--- src/design/cfr_pkg.sv ---
`default_nettype none

package cfr_pkg;

    localparam int unsigned ByteW      = 8;
    localparam int unsigned CountW     = 3;
    localparam int unsigned CfgIndexW  = 2;

    localparam logic [ByteW-1:0]  CrcPoly      = 8'h31;
    localparam logic [ByteW-1:0]  CrcTop       = 8'h80;
    localparam logic [ByteW-1:0]  ByteMask     = 8'hff;
    localparam logic [CountW-1:0] HeaderBytes  = 3'd3;
    localparam logic [ByteW-1:0]  StartReset   = 8'd126;
    localparam logic [ByteW-1:0]  ErrCmdReset  = 8'd5;

    typedef enum logic [CfgIndexW-1:0] {
        CFG_START_BYTE = 2'd0,
        CFG_ERR_CMD    = 2'd1
    } t_cfg_index;

    typedef enum logic {
        STATUS_OK      = 1'b0,
        STATUS_CRC_ERR = 1'b1
    } t_status;

    typedef struct packed {
        logic             valid;
        logic [ByteW-1:0] rx_byte;
    } t_in_item;

    typedef struct packed {
        t_status          status;
        logic [ByteW-1:0] command;
        logic [ByteW-1:0] arg0;
        logic [ByteW-1:0] arg1;
    } t_result;

    function automatic logic [ByteW-1:0] crc8_update(
        input logic [ByteW-1:0] crc,
        input logic [ByteW-1:0] b
    );
        logic [ByteW-1:0] acc;
        acc = crc ^ b;
        for (int k = 0; k < 8; k++) begin
            if ((acc & CrcTop) != '0) begin
                acc = ((acc << 1) ^ CrcPoly) & ByteMask;
            end else begin
                acc = (acc << 1) & ByteMask;
            end
        end
        return acc;
    endfunction

    function automatic logic [CountW-1:0] args_for(input logic [ByteW-1:0] cmd);
        logic [CountW-1:0] n;
        case (cmd)
            8'd0:    n = 3'd2;
            8'd1:    n = 3'd1;
            8'd2:    n = 3'd1;
            8'd3:    n = 3'd1;
            8'd4:    n = 3'd2;
            default: n = 3'd0;
        endcase
        return n;
    endfunction

endpackage

`default_nettype wire

--- src/design/command_frame_receiver_crc8_top.sv ---
// Channel   Direction  Handshake                    Payload
// rx        in         i_rx_valid / o_rx_ready      i_rx_byte
// result    out        o_res_valid / i_res_ready    o_status o_command o_arg0 o_arg1
// cfg       in         i_cfg_we (no wait)           i_cfg_index i_cfg_data
//
// One byte per cycle sustained while the result is not stalled; an accepted byte is held
// in the input register, and the frame logic registers a frame's result in the result register.
// The CRC-8 byte update is one unrolled XOR network between input and result registers.
// Synchronous active-low reset returns to hunting the start byte, configuration to defaults.
// A stalled result holds the frame logic; the input register still takes one more byte.
`default_nettype none

module command_frame_receiver_crc8_top (
    input  wire logic                          i_clk,
    input  wire logic                          i_rst_n,
    input  wire logic                          i_cfg_we,
    input  wire logic [cfr_pkg::CfgIndexW-1:0] i_cfg_index,
    input  wire logic [cfr_pkg::ByteW-1:0]     i_cfg_data,
    input  wire logic                          i_rx_valid,
    output logic                               o_rx_ready,
    input  wire logic [cfr_pkg::ByteW-1:0]     i_rx_byte,
    output logic                               o_res_valid,
    input  wire logic                          i_res_ready,
    output logic                               o_status,
    output logic [cfr_pkg::ByteW-1:0]          o_command,
    output logic [cfr_pkg::ByteW-1:0]          o_arg0,
    output logic [cfr_pkg::ByteW-1:0]          o_arg1
);

    cfr_pkg::t_in_item item;
    cfr_pkg::t_result  res;
    logic              take;

    cfr_in_stage u_in (
        .i_clk      (i_clk),
        .i_rst_n    (i_rst_n),
        .i_rx_valid (i_rx_valid),
        .o_rx_ready (o_rx_ready),
        .i_rx_byte  (i_rx_byte),
        .i_take     (take),
        .o_item     (item)
    );

    cfr_frame u_frame (
        .i_clk       (i_clk),
        .i_rst_n     (i_rst_n),
        .i_cfg_we    (i_cfg_we),
        .i_cfg_index (i_cfg_index),
        .i_cfg_data  (i_cfg_data),
        .i_item      (item),
        .o_take      (take),
        .o_res_valid (o_res_valid),
        .i_res_ready (i_res_ready),
        .o_res       (res)
    );

    assign o_status  = res.status;
    assign o_command = res.command;
    assign o_arg0    = res.arg0;
    assign o_arg1    = res.arg1;

endmodule

`default_nettype wire

--- src/design/cfr_in_stage.sv ---
`default_nettype none

module cfr_in_stage (
    input  wire logic                  i_clk,
    input  wire logic                  i_rst_n,
    input  wire logic                  i_rx_valid,
    output logic                       o_rx_ready,
    input  wire logic [cfr_pkg::ByteW-1:0] i_rx_byte,
    input  wire logic                  i_take,
    output cfr_pkg::t_in_item          o_item
);

    logic                      r_valid;
    logic                      n_valid;
    logic [cfr_pkg::ByteW-1:0] r_byte;
    logic [cfr_pkg::ByteW-1:0] n_byte;
    logic                      accept;

    assign o_rx_ready = !r_valid || i_take;
    assign accept     = i_rx_valid && o_rx_ready;

    always_comb begin
        n_valid = r_valid;
        n_byte  = r_byte;
        if (accept) begin
            n_valid = 1'b1;
            n_byte  = i_rx_byte;
        end else if (i_take) begin
            n_valid = 1'b0;
        end
    end

    always_ff @(posedge i_clk) begin
        if (!i_rst_n) begin
            r_valid <= 1'b0;
        end else begin
            r_valid <= n_valid;
        end
    end

    always_ff @(posedge i_clk) begin
        r_byte <= n_byte;
    end

    assign o_item.valid   = r_valid;
    assign o_item.rx_byte = r_byte;

    a_take_needs_item: assert property (@(posedge i_clk) disable iff (!i_rst_n)
        i_take |-> r_valid) else $error("take without held item");

    a_hold_when_stalled: assert property (@(posedge i_clk) disable iff (!i_rst_n)
        (r_valid && !i_take) |=> (r_valid && $stable(r_byte)))
        else $error("held item lost while stalled");

    a_accept_loads: assert property (@(posedge i_clk) disable iff (!i_rst_n)
        accept |=> (r_valid && r_byte == $past(i_rx_byte)))
        else $error("accepted item not loaded");

endmodule

`default_nettype wire

--- src/design/cfr_frame.sv ---
`default_nettype none

module cfr_frame (
    input  wire logic                         i_clk,
    input  wire logic                         i_rst_n,
    input  wire logic                         i_cfg_we,
    input  wire logic [cfr_pkg::CfgIndexW-1:0] i_cfg_index,
    input  wire logic [cfr_pkg::ByteW-1:0]    i_cfg_data,
    input  wire cfr_pkg::t_in_item            i_item,
    output logic                              o_take,
    output logic                              o_res_valid,
    input  wire logic                         i_res_ready,
    output cfr_pkg::t_result                  o_res
);

    logic [cfr_pkg::ByteW-1:0]  r_start_byte;
    logic [cfr_pkg::ByteW-1:0]  r_err_cmd;

    logic [cfr_pkg::CountW-1:0] r_count;
    logic [cfr_pkg::CountW-1:0] n_count;
    logic [cfr_pkg::ByteW-1:0]  r_cmd;
    logic [cfr_pkg::ByteW-1:0]  n_cmd;
    logic [cfr_pkg::ByteW-1:0]  r_arg0;
    logic [cfr_pkg::ByteW-1:0]  n_arg0;
    logic [cfr_pkg::ByteW-1:0]  r_arg1;
    logic [cfr_pkg::ByteW-1:0]  n_arg1;
    logic [cfr_pkg::ByteW-1:0]  r_crc_rx;
    logic [cfr_pkg::ByteW-1:0]  n_crc_rx;
    logic [cfr_pkg::ByteW-1:0]  r_crc;
    logic [cfr_pkg::ByteW-1:0]  n_crc;

    logic                       r_out_valid;
    logic                       n_out_valid;
    cfr_pkg::t_result           r_res;
    cfr_pkg::t_result           n_res;

    logic                       emit;
    logic [cfr_pkg::CountW-1:0] arg_pos;
    logic [cfr_pkg::CountW-1:0] frame_len;
    logic [cfr_pkg::ByteW-1:0]  b;

    assign b       = i_item.rx_byte;
    assign o_take  = i_item.valid && (!r_out_valid || i_res_ready);
    assign arg_pos = r_count - cfr_pkg::HeaderBytes;

    always_ff @(posedge i_clk) begin
        if (!i_rst_n) begin
            r_start_byte <= cfr_pkg::StartReset;
            r_err_cmd    <= cfr_pkg::ErrCmdReset;
        end else if (i_cfg_we) begin
            case (i_cfg_index)
                cfr_pkg::CFG_START_BYTE: r_start_byte <= i_cfg_data;
                cfr_pkg::CFG_ERR_CMD:    r_err_cmd    <= i_cfg_data;
                default: ;
            endcase
        end
    end

    always_comb begin
        n_count   = r_count;
        n_cmd     = r_cmd;
        n_arg0    = r_arg0;
        n_arg1    = r_arg1;
        n_crc_rx  = r_crc_rx;
        n_crc     = r_crc;
        emit      = 1'b0;
        frame_len = cfr_pkg::HeaderBytes;
        if (o_take) begin
            case (r_count)
                3'd0: begin
                    if (b == r_start_byte) begin
                        n_count  = 3'd1;
                        n_cmd    = '0;
                        n_arg0   = '0;
                        n_arg1   = '0;
                        n_crc_rx = '0;
                        n_crc    = '0;
                    end
                end
                3'd1: begin
                    n_crc_rx = b;
                    n_count  = 3'd2;
                end
                default: begin
                    if (r_count == 3'd2) begin
                        n_cmd = b;
                    end else if (arg_pos[0]) begin
                        n_arg1 = b;
                    end else begin
                        n_arg0 = b;
                    end
                    n_crc     = cfr_pkg::crc8_update(r_crc, b);
                    n_count   = r_count + 3'd1;
                    frame_len = cfr_pkg::HeaderBytes + cfr_pkg::args_for(n_cmd);
                    if (n_count >= frame_len) begin
                        emit    = 1'b1;
                        n_count = '0;
                    end
                end
            endcase
        end
    end

    always_comb begin
        n_out_valid = r_out_valid && !i_res_ready;
        n_res       = r_res;
        if (emit) begin
            n_out_valid = 1'b1;
            if (n_crc == r_crc_rx) begin
                n_res.status  = cfr_pkg::STATUS_OK;
                n_res.command = n_cmd;
                n_res.arg0    = n_arg0;
                n_res.arg1    = n_arg1;
            end else begin
                n_res.status  = cfr_pkg::STATUS_CRC_ERR;
                n_res.command = r_err_cmd;
                n_res.arg0    = r_crc_rx;
                n_res.arg1    = n_crc;
            end
        end
    end

    always_ff @(posedge i_clk) begin
        if (!i_rst_n) begin
            r_count     <= '0;
            r_out_valid <= 1'b0;
        end else begin
            r_count     <= n_count;
            r_out_valid <= n_out_valid;
        end
    end

    always_ff @(posedge i_clk) begin
        r_cmd    <= n_cmd;
        r_arg0   <= n_arg0;
        r_arg1   <= n_arg1;
        r_crc_rx <= n_crc_rx;
        r_crc    <= n_crc;
        r_res    <= n_res;
    end

    assign o_res_valid = r_out_valid;
    assign o_res       = r_res;

    a_count_range: assert property (@(posedge i_clk) disable iff (!i_rst_n)
        r_count <= 3'd4) else $error("frame byte count out of range");

    a_emit_to_idle: assert property (@(posedge i_clk) disable iff (!i_rst_n)
        emit |=> (r_count == '0 && r_out_valid)) else $error("frame end not handled");

    a_no_overwrite: assert property (@(posedge i_clk) disable iff (!i_rst_n)
        (r_out_valid && !i_res_ready) |-> !o_take) else $error("pending result overrun");

    a_idle_drop: assert property (@(posedge i_clk) disable iff (!i_rst_n)
        (o_take && r_count == '0 && b != r_start_byte) |=> (r_count == '0))
        else $error("non-start byte opened a frame");

endmodule

`default_nettype wire
--- config.mk ---
export PLATFORM = sky130hd
export DESIGN_NAME = command_frame_receiver_crc8_top
export DESIGN_NICKNAME = d
export VERILOG_FILES = /design/src/design/cfr_pkg.sv /design/src/design/command_frame_receiver_crc8_top.sv /design/src/design/cfr_in_stage.sv /design/src/design/cfr_frame.sv
export SDC_FILE = /design/constraint.sdc
export NUM_CORES = 1
export LEC_CHECK = 0
export ABC_AREA = 1
export BUFFER_PORTS_ARGS = -buffer_cell sky130_fd_sc_hd__buf_2
export CORE_ASPECT_RATIO = 0.75
export CORE_MARGIN = 2
export CORE_UTILIZATION = 59
export CTS_CLUSTER_SIZE = 30
export DETAILED_ROUTE_END_ITERATION = 8
export PLACE_DENSITY = 0.8
export RECOVER_POWER = 25
export SYNTH_ARGS = -nofsm -noshare
export SYNTH_HDL_FRONTEND = slang
export SYNTH_SLANG_ARGS = --single-unit
--- constraint.sdc ---
create_clock -name i_clk -period 3.9 [get_ports i_clk]
set_input_delay 0.585 -clock i_clk [delete_from_list [all_inputs] [get_ports i_clk]]
set_output_delay 0.585 -clock i_clk [all_outputs]
set_load 0.05 [all_outputs]
==> reports/results.tsv, run 1 <==
stage	metric	value	unit
run_status	status	complete, no violations	
clocking	cts_buffer_depth	2	
finish	syn2layout_area_growth	11.0	%
finish	drive_above_1_share	19.6	%
setup_path	worstSetupEndpointType	flip-flop	
floorplanning	ios	50	
logic_synthesis	post-synth-top-area-cell	edfxtp_1	
placement	post-dp-hpwl	8200	um
logic_synthesis	yosysSeqAreaShare	49.0	%
drt	wire_per_inst	15.0	um
finish	num_antenna_cells	0	
sta	fin_skew	12.5	ps
sta	maxSlewHeadroom	53.1	%
run	maxCapViolCount	0	
sta	whs	377	ps
sta	post-route-period-util	92.5	%
sta	period_minus_slack	3610	ps
logic_synthesis	synth_top_area_share	26.3	%
clocking	h-tree-depth	3	
pwr	peakVddDrop	0.242	mV
logic_synthesis	ys_seq_elements	94	
global_route	grt_max_degree	26	
setup_path	cp_max_fo	17	
sta	setup_ws	291	ps
sta	hold_viol	0	
drt	vias_per_cell	5.48	
pwr	power_density	447	mW/mm2
setup_path	arrival	3680	ps
worst_hold_path	hold_end	u_in.r_byte[1]	
placement	post-place-cells	717	
floorplanning	die_height	81.1	um
placement	gp_congestion	0.894	
clocking	cts.sinks	94	
setup_path	critPathRequiredTime	3970	ps
logic_synthesis	synth.area.top_cells	edfxtp_1, dfxtp_1, nand2_1	
floorplanning	die_width	107	um
drt	routed_wirelength	11000	um
sta	fmax	277	MHz
placement	port_buffers	49	
clocking	cts_setup_buffers	0	
setup_path	reg2regPathDepth	16	
sta	maxSlewViolCount	0	
finish	final_cell_mix	nand2_1, nand3_1, dfxtp_1	
global_route	grt_pass1_vias	3805	
finish	fillerInstances	645	
global_route	grt_use_total	27.4	%
logic_synthesis	syn_area	0.00468	mm2
logic_synthesis	yosysWarnings	0	
clocking	ctsHoldBuffers	0	
floorplanning	start_util	60.2	%
worst_hold_path	holdPathStages	1	
floorplanning	core-area	0.00778	mm2
finish	fin_nets	654	
drt	vias	4015	
floorplanning	dieArea	0.00867	mm2
clocking	cts.clk_slew.worst_paths	100	ps
worst_hold_path	hp-class	in2reg	
drt	ant_nets	0	
setup_path	reg2reg_to	u_frame.o_res[0]	
sta	setup_viol	0	
clocking	cts_tree	built	
finish	layout_commonest_cell	nand2_1	
clocking	ctsResizeCount	0	
worst_hold_path	worstHoldStart	i_rx_byte[1]	
sta	worstMarginPinSlew	702	ps
floorplanning	rows	28	
finish	multi_input_area	0.00205	mm2
global_route	antenna_found_initial	0	
logic_synthesis	avgSynthCellArea	8.19	um2
global_route	grt_pass1_wl	18200	um
clocking	cts_inserted_buffers	9	
drt	drtIter0Drc	327	
clocking	clk_latency	370	ps
setup_path	rrSetupSlack	290	ps
placement	post-place-ws	407	ps
logic_synthesis	synth_cells	572	
setup_path	r2r-start	u_frame.r_count[0]	
setup_path	path_class	reg2reg	
global_route	grt_remaining_overflow	0	
clocking	root_buffer	clkbuf_8	
finish	seq_area	0.00229	mm2
finish	final_cells	733	
drt	drtPass1Iterations	5	
pwr	p_leak	2.54	nW
sta	finalSetupTns	0	ps
logic_synthesis	synth_nets	603	
setup_path	crit_path_start_kind	flip-flop	
drt	drc	0	
logic_synthesis	synth_cell_types	31	
sta	rsz0062_at_grt	false	
-- cell families (layout without fill, tap and decap cells) --
family	after synthesis	after routing	share of synthesized area, %
compound gates	65	65	7.75
xor+xnor	13	13	2.59
fa+ha+maj	8	8	2.14
buf+inv	75	131	7.22
flops	94	94	49.0
simple gates	317	317	31.3
-- metal layers --
layer | track usage [%] | part of all wire [%] | up-vias
li1 | - | - | 1958
met1 | 38.9 | 46 | 1843
met2 | 42.4 | 43 | 193
met3 | 5.22 | 8.9 | 21
met4 | 9.87 | 1.8 | 0
met5 | 0 | 0 | -
-- worst max-delay path, stage by stage (launching register included) --
cell and delay [ps]:
dfxtp_1 440, inv_1 140, ha_1 220, nand2_1 370, nand2_1 130, o21ai_0 160, nand2_1 100, nor2_1 190
nand3b_1 120, ha_1 210, or2_2 300, ha_1 280, nand3_1 60, o211ai_1 130, nand2_1 100, inv_1 110
buf_4 240
-- state kept, by name, indices dropped and copies added (netlist names) --
signal,flops
u_frame.o_res,25
u_frame.r_count,3
u_frame.o_res_valid,1
u_frame.r_arg0,8
u_in.r_valid,1
u_in.r_byte,8
u_frame.r_err_cmd,8
u_frame.r_crc,8
u_frame.r_crc_rx,8
u_frame.r_arg1,8
u_frame.r_cmd,8
u_frame.r_start_byte,8
-- synthesized netlist by cell type --
cell type / n
a211oi_1: 1
a21oi_1: 12
a32o_1: 2
a32oi_1: 1
buf_2: 3
buf_6: 4
buf_8: 2
clkbuf_1: 4
dfxtp_1: 53
edfxtp_1: 41
ha_1: 8
inv_1: 49
inv_2: 13
nand2_1: 186
nand2_2: 22
nand2_4: 6
nand3_1: 54
nand3_2: 4
nand3_4: 1
nand3b_1: 3
nor2_1: 34
nor2_2: 1
nor2_4: 3
nor2_8: 2
o211ai_1: 3
o21ai_0: 35
o22ai_1: 11
or2_2: 1
xnor2_1: 8
xnor2_2: 1
xor2_1: 4
-- cell type report --
cell class / count / area share, %
Clock buffer: 9 / 2.38
Tap cell: 105 / 2.53
Sequential cell: 94 / 44.1
Timing Repair Buffer: 53 / 5.30
Multi-Input combinational cell: 403 / 39.5
Clock inverter: 7 / 1.73
Inverter: 62 / 4.48
-- power by group --
group          switching, mW  internal (mW)  leakage [nW]
combinational          0.317          0.157          1.64
sequential            0.0530           1.10         0.803
clock                  0.384          0.311         0.101
-- worst max path at each step --
| stage | from | to | slack [ps] | depth (start not counted) |
|---|---|---|---|---|
| floorplan | u_frame.r_count[0] | u_frame.o_res[0] | 480 | 16 |
| global placement | u_frame.r_count[0] | u_frame.o_res[2] | 660 | 16 |
| detailed placement | u_frame.r_count[0] | u_frame.o_res[1] | 410 | 16 |
| CTS | u_frame.r_count[0] | u_frame.o_res[0] | 380 | 16 |
| global route | u_frame.r_count[0] | u_frame.o_res[0] | 50 | 16 |
| finish | u_frame.r_count[0] | u_frame.o_res[0] | 290 | 16 |
-- stage by stage --
stage               utilization [%]  cell area, um2  power [mW]
finish                         66.8            5200        2.32
global route                   66.8            5200        2.43
global placement               64.1            4980        1.61
CTS                            66.8            5200        2.31
floorplan                         -            4680        1.53
detailed placement             64.1            4980        1.64
(Power assumes the default switching activity.)
==> run 2: changes to the inputs <==
--- a/config.mk
+++ b/config.mk
@@ -7,11 +7,12 @@
 export LEC_CHECK = 0
 export ABC_AREA = 1
 export BUFFER_PORTS_ARGS = -buffer_cell sky130_fd_sc_hd__buf_2
-export CORE_ASPECT_RATIO = 0.75
+export CORE_ASPECT_RATIO = 0.5
 export CORE_MARGIN = 2
 export CORE_UTILIZATION = 59
 export CTS_CLUSTER_SIZE = 30
 export DETAILED_ROUTE_END_ITERATION = 8
+export GPL_ROUTABILITY_DRIVEN = 0
 export PLACE_DENSITY = 0.8
 export RECOVER_POWER = 25
 export SYNTH_ARGS = -nofsm -noshare
==> run 2 against run 1 <==
Register-to-register slack improved by 60 ps. Clock-buffer cell count is 3 higher. Clock skew shrank 5.6 ps. Utilization rose by 3.3 points. Critical path depth did not move. Highest routed layer unchanged.
==> reports/results.tsv, run 2 (synthesized netlist as in run 1, its figures left out) <==
stage	metric	value	unit
global_route	grt_remaining_overflow	0	
floorplanning	dieArea	0.00871	mm2
setup_path	critPathRequiredTime	3910	ps
clocking	root_buffer	clkbuf_16	
finish	final_cell_mix	nand2_1, nand3_1, dfxtp_1	
clocking	cts_setup_buffers	0	
global_route	grt_max_degree	26	
setup_path	rrSetupSlack	350	ps
global_route	grt_use_total	28.2	%
sta	rsz0062_at_grt	false	
drt	routed_wirelength	10800	um
drt	vias_per_cell	5.37	
pwr	p_leak	2.57	nW
setup_path	cp_top_family	simple AND/OR/NAND/NOR gates	
setup_path	reg2regPathDepth	16	
setup_path	reg2reg_to	u_frame.o_res[19]	
clocking	ctsHoldBuffers	0	
run	maxCapViolCount	0	
clocking	cts_inserted_buffers	9	
floorplanning	rows	22	
sta	setup_viol	0	
drt	drc	0	
sta	fin_skew	6.96	ps
placement	port_buffers	49	
worst_hold_path	hold_end	u_in.r_byte[0]	
clocking	ctsResizeCount	0	
setup_path	crit_path_start_kind	flip-flop	
setup_path	worstSetupEndpointType	flip-flop	
floorplanning	die_height	67.0	um
finish	num_antenna_cells	0	
sta	maxSlewHeadroom	51.4	%
finish	syn2layout_area_growth	12.6	%
pwr	total_power	2.49	mW
pwr	peakVddDrop	0.318	mV
sta	hold_viol	0	
global_route	grt_pass1_wl	18100	um
setup_path	cpPeakStageDelay	440	ps
worst_hold_path	hp-class	in2reg	
pwr	power_density	472	mW/mm2
setup_path	cp_max_fo	25	
sta	period_minus_slack	3550	ps
floorplanning	ios	50	
finish	fin_nets	653	
worst_hold_path	worstHoldStart	i_rx_byte[0]	
clocking	h-tree-depth	3	
finish	drive_above_1_share	18.7	%
setup_path	r2r-start	u_frame.r_count[0]	
placement	post-dp-hpwl	7770	um
sta	maxSlewViolCount	0	
global_route	grt_pass1_vias	3753	
finish	largest_register_ffs	25	
clocking	cts.sinks	94	
setup_path	slowest_stage	dfxtp_1	
clocking	clk_latency	350	ps
global_route	antenna_found_initial	0	
setup_path	crit_buf_inv	3	
finish	layout_commonest_cell	nand2_1	
setup_path	arrival	3570	ps
setup_path	crit_chain	inv_1, ha_1, nand2_1, nand2_1, o21ai_0, nand3_1, nor2_1, nand3b_1, ha_1, or2_2, ha_1, nand3_1, o211ai_1, nand2_1, inv_1, buf_4	
floorplanning	core-area	0.00751	mm2
sta	post-route-period-util	91.1	%
drt	wire_per_inst	14.7	um
setup_path	path_depth	16	
drt	drtIter0Drc	298	
clocking	cts_buffer_depth	2	
sta	fmax	281	MHz
sta	finalSetupTns	0	ps
setup_path	path_class	reg2reg	
worst_hold_path	holdPathStages	1	
finish	fillerInstances	609	
drt	vias	3947	
drt	ant_nets	0	
floorplanning	die_width	130	um
sta	worstMarginPinSlew	730	ps
run_status	status	complete, no violations	
clocking	cts_tree	built	
floorplanning	start_util	62.3	%
drt	drtPass1Iterations	5	
clocking	cts.clk_slew.worst_paths	60	ps
-- run 2: changes by cell type in the layout (fill, tap and decap cells not counted), sizes merged --
cell      before  now
clkinv         1    3
clkbuf         9   15
inv           65   62
buf           53   49
clkinvlp       2    0
-- run 2: routing by layer --
metal,vias up,track usage (%),part of all wire [%]
met5,-,0,0
met1,1816,35.7,45
li1,1960,-,-
met4,0,8.87,1.7
met2,153,46.8,46
met3,18,8.43,7.4
-- run 2: worst max path at each step --
stage                  startpoint                end
2_1_floorplan  u_frame.r_count[0]   u_frame.o_res[0]
3_3_place_gp   u_frame.r_count[0]   u_frame.o_res[3]
3_5_place_dp   u_frame.r_count[0]   u_frame.o_res[3]
4_1_cts        u_frame.r_count[0]  u_frame.o_res[19]
5_1_grt        u_frame.r_count[0]   u_frame.o_res[3]
6_report       u_frame.r_count[0]  u_frame.o_res[19]
-- run 2: through the flow --
stage / worst slack, ps / cell area (um2) / hold WS (ps) / util [%] / instances
after detailed placement: 398 / 4980 / 459 / 66.3 / 719
after global placement: 625 / 4980 / 445 / 66.3 / 719
final: 347 / 5270 / 411 / 70.1 / 735
after CTS: 373 / 5280 / 407 / 70.2 / 735
after global routing: 8.72 / 5270 / 406 / 70.1 / 735
after floorplan: 480 / 4680 / 429 / - / 572
-- run 2: layout make-up --
class                      instances  area [um2]  share of cell area [%]
inverter                          62         233                    4.41
timing repair buffer              52         264                    5.01
clock inverter                     4        48.8                   0.926
tap                              108         135                    2.56
clock buffer                      12         246                    4.68
sequential                        94        2290                    43.5
multi-input combinational        403        2050                    38.9
-- run 2: report_power, final --
part | switching (mW) | internal (mW) | leakage, nW
combinational | 0.305 | 0.157 | 1.62
sequential | 0.0532 | 1.10 | 0.803
clock | 0.359 | 0.513 | 0.147
total | 0.716 | 1.77 | 2.57
-- run 2: worst register-to-register path, stage by stage, from the launching register on --
cell	delay (ps)
dfxtp_1	440
inv_1	130
ha_1	220
nand2_1	340
nand2_1	90
o21ai_0	130
nand3_1	110
nor2_1	150
nand3b_1	120
ha_1	230
or2_2	310
ha_1	280
nand3_1	60
o211ai_1	120
nand2_1	110
inv_1	60
buf_4	310
==> run 3: changes to the inputs <==
--- a/config.mk
+++ b/config.mk
@@ -13,6 +13,7 @@
 export CTS_CLUSTER_SIZE = 30
 export DETAILED_ROUTE_END_ITERATION = 8
 export GPL_ROUTABILITY_DRIVEN = 0
+export MAX_ROUTING_LAYER = met4
 export PLACE_DENSITY = 0.8
 export RECOVER_POWER = 25
 export SYNTH_ARGS = -nofsm -noshare
==> run 3 against run 2 <==
Largest power group unchanged. Worst hold slack improved by 1.1 ps. Wire length increased by 0.25%. Non-clock buffer count unchanged. Cell count unchanged. Via count decreased by 0.25%. Utilization unchanged. Total power about the same. Critical endpoint is now u_frame.o_res[21]. Setup slack got worse by 8.0 ps. Critical path depth unchanged. Fmax decreased by 0.23%. Sequential cell count unchanged.
==> reports/results.tsv, run 3 (synthesized netlist as in run 1, its figures left out) <==
stage	metric	value	unit
run_status	status	complete, no violations	
finish	final_cell_mix	nand2_1, nand3_1, dfxtp_1	
drt	ant_nets	0	
clocking	ctsHoldBuffers	0	
sta	maxSlewViolCount	0	
global_route	grt_use_total	28.9	%
sta	finalSetupTns	0	ps
sta	worstMarginPinSlew	742	ps
pwr	peakVddDrop	0.318	mV
drt	routed_wirelength	10800	um
setup_path	cp_max_fo	25	
finish	multi_input_area	0.00205	mm2
sta	maxSlewHeadroom	50.5	%
clocking	ctsResizeCount	0	
clocking	h-tree-depth	3	
pwr	p_leak	2.57	nW
drt	vias	3937	
pwr	power_density	472	mW/mm2
drt	drc	0	
drt	wire_per_inst	14.7	um
clocking	cts_inserted_buffers	9	
sta	period_minus_slack	3560	ps
setup_path	arrival	3580	ps
global_route	grt_pass1_wl	18100	um
clocking	cts_tree	built	
floorplanning	rows	22	
setup_path	crit_chain	inv_1, ha_1, nand2_1, nand2_1, o21ai_0, nand3_1, nor2_1, nand3b_1, ha_1, or2_2, ha_1, nand3_1, o211ai_1, nand2_1, inv_1, buf_4	
sta	hold_viol	0	
sta	setup_viol	0	
pwr	total_power	2.49	mW
finish	seq_area	0.00229	mm2
placement	port_buffers	49	
clocking	cts.clk_slew.worst_paths	60	ps
clocking	root_buffer	clkbuf_16	
finish	syn2layout_area_growth	12.6	%
finish	fin_nets	653	
worst_hold_path	hp-class	in2reg	
finish	layout_commonest_cell	nand2_1	
setup_path	cpPeakStageDelay	440	ps
setup_path	critPathRequiredTime	3910	ps
global_route	antenna_found_initial	0	
finish	largest_register_ffs	25	
setup_path	slowest_stage	dfxtp_1	
drt	vias_per_cell	5.36	
sta	fmax	281	MHz
drt	drtPass1Iterations	6	
floorplanning	core-area	0.00751	mm2
sta	fin_skew	7.81	ps
floorplanning	die_height	67.0	um
floorplanning	ios	50	
floorplanning	start_util	62.3	%
setup_path	cp_top_family	simple AND/OR/NAND/NOR gates	
clocking	clk_latency	350	ps
setup_path	worstSetupEndpointType	flip-flop	
floorplanning	die_width	130	um
setup_path	path_class	reg2reg	
placement	post-dp-hpwl	7770	um
clocking	cts.sinks	94	
clocking	cts_buffer_depth	2	
finish	fillerInstances	609	
global_route	grt_max_degree	26	
setup_path	crit_buf_inv	3	
sta	post-route-period-util	91.3	%
floorplanning	dieArea	0.00871	mm2
drt	drtIter0Drc	314	
setup_path	crit_path_start_kind	flip-flop	
finish	num_antenna_cells	0	
finish	drive_above_1_share	18.7	%
global_route	grt_pass1_vias	3758	
global_route	grt_remaining_overflow	0	
clocking	cts_setup_buffers	0	
sta	rsz0062_at_grt	false	
run	maxCapViolCount	0	
-- run 3: cell counts in the layout (fill, tap and decap cells not counted) --
Identical to the previous run, type by type.
-- run 3: path summary, 6_finish.rpt --
check	start	end	slack, ps	cells after the start
setup / recovery	u_frame.r_count[0]	u_frame.o_res[21]	340	16
hold / removal	i_rx_byte[0]	u_in.r_byte[0]	410	1
setup reg to reg	u_frame.r_count[0]	u_frame.o_res[21]	340	16
hold reg to reg	u_frame.r_err_cmd[0]	u_frame.r_err_cmd[0]	480	2
-- run 3: report_power, final --
group,total (mW),internal (mW),switching [mW]
registers,1.16,1.10,0.0532
clock network,0.871,0.513,0.358
logic,0.462,0.157,0.305
total,2.49,1.77,0.716
-- run 3: layout make-up --
type / count / area share, %
Clock buffer: 12 / 4.68
Clock inverter: 4 / 0.926
Inverter: 62 / 4.41
Multi-Input combinational cell: 403 / 38.9
Sequential cell: 94 / 43.5
Tap cell: 108 / 2.56
Timing Repair Buffer: 52 / 5.01
-- run 3: layer usage --
metal  vias up  wire length [um]  track usage (%)
li1       1960                 -                -
met5         -                 0                -
met3        21               847             8.76
met4         0               180             7.66
met2       151              4950             46.9
met1      1805              4830             35.7
-- run 3: metrics by stage --
step / worst slack (ps) / std cells / area (um2) / hold WS, ps / util, %
2_1_floorplan: 480 / 572 / 4680 / 429 / -
3_3_place_gp: 625 / 719 / 4980 / 445 / 66.3
3_5_place_dp: 398 / 719 / 4980 / 459 / 66.3
4_1_cts: 373 / 735 / 5280 / 407 / 70.2
5_1_grt: 8.61 / 735 / 5270 / 406 / 70.1
6_report: 339 / 735 / 5270 / 412 / 70.1
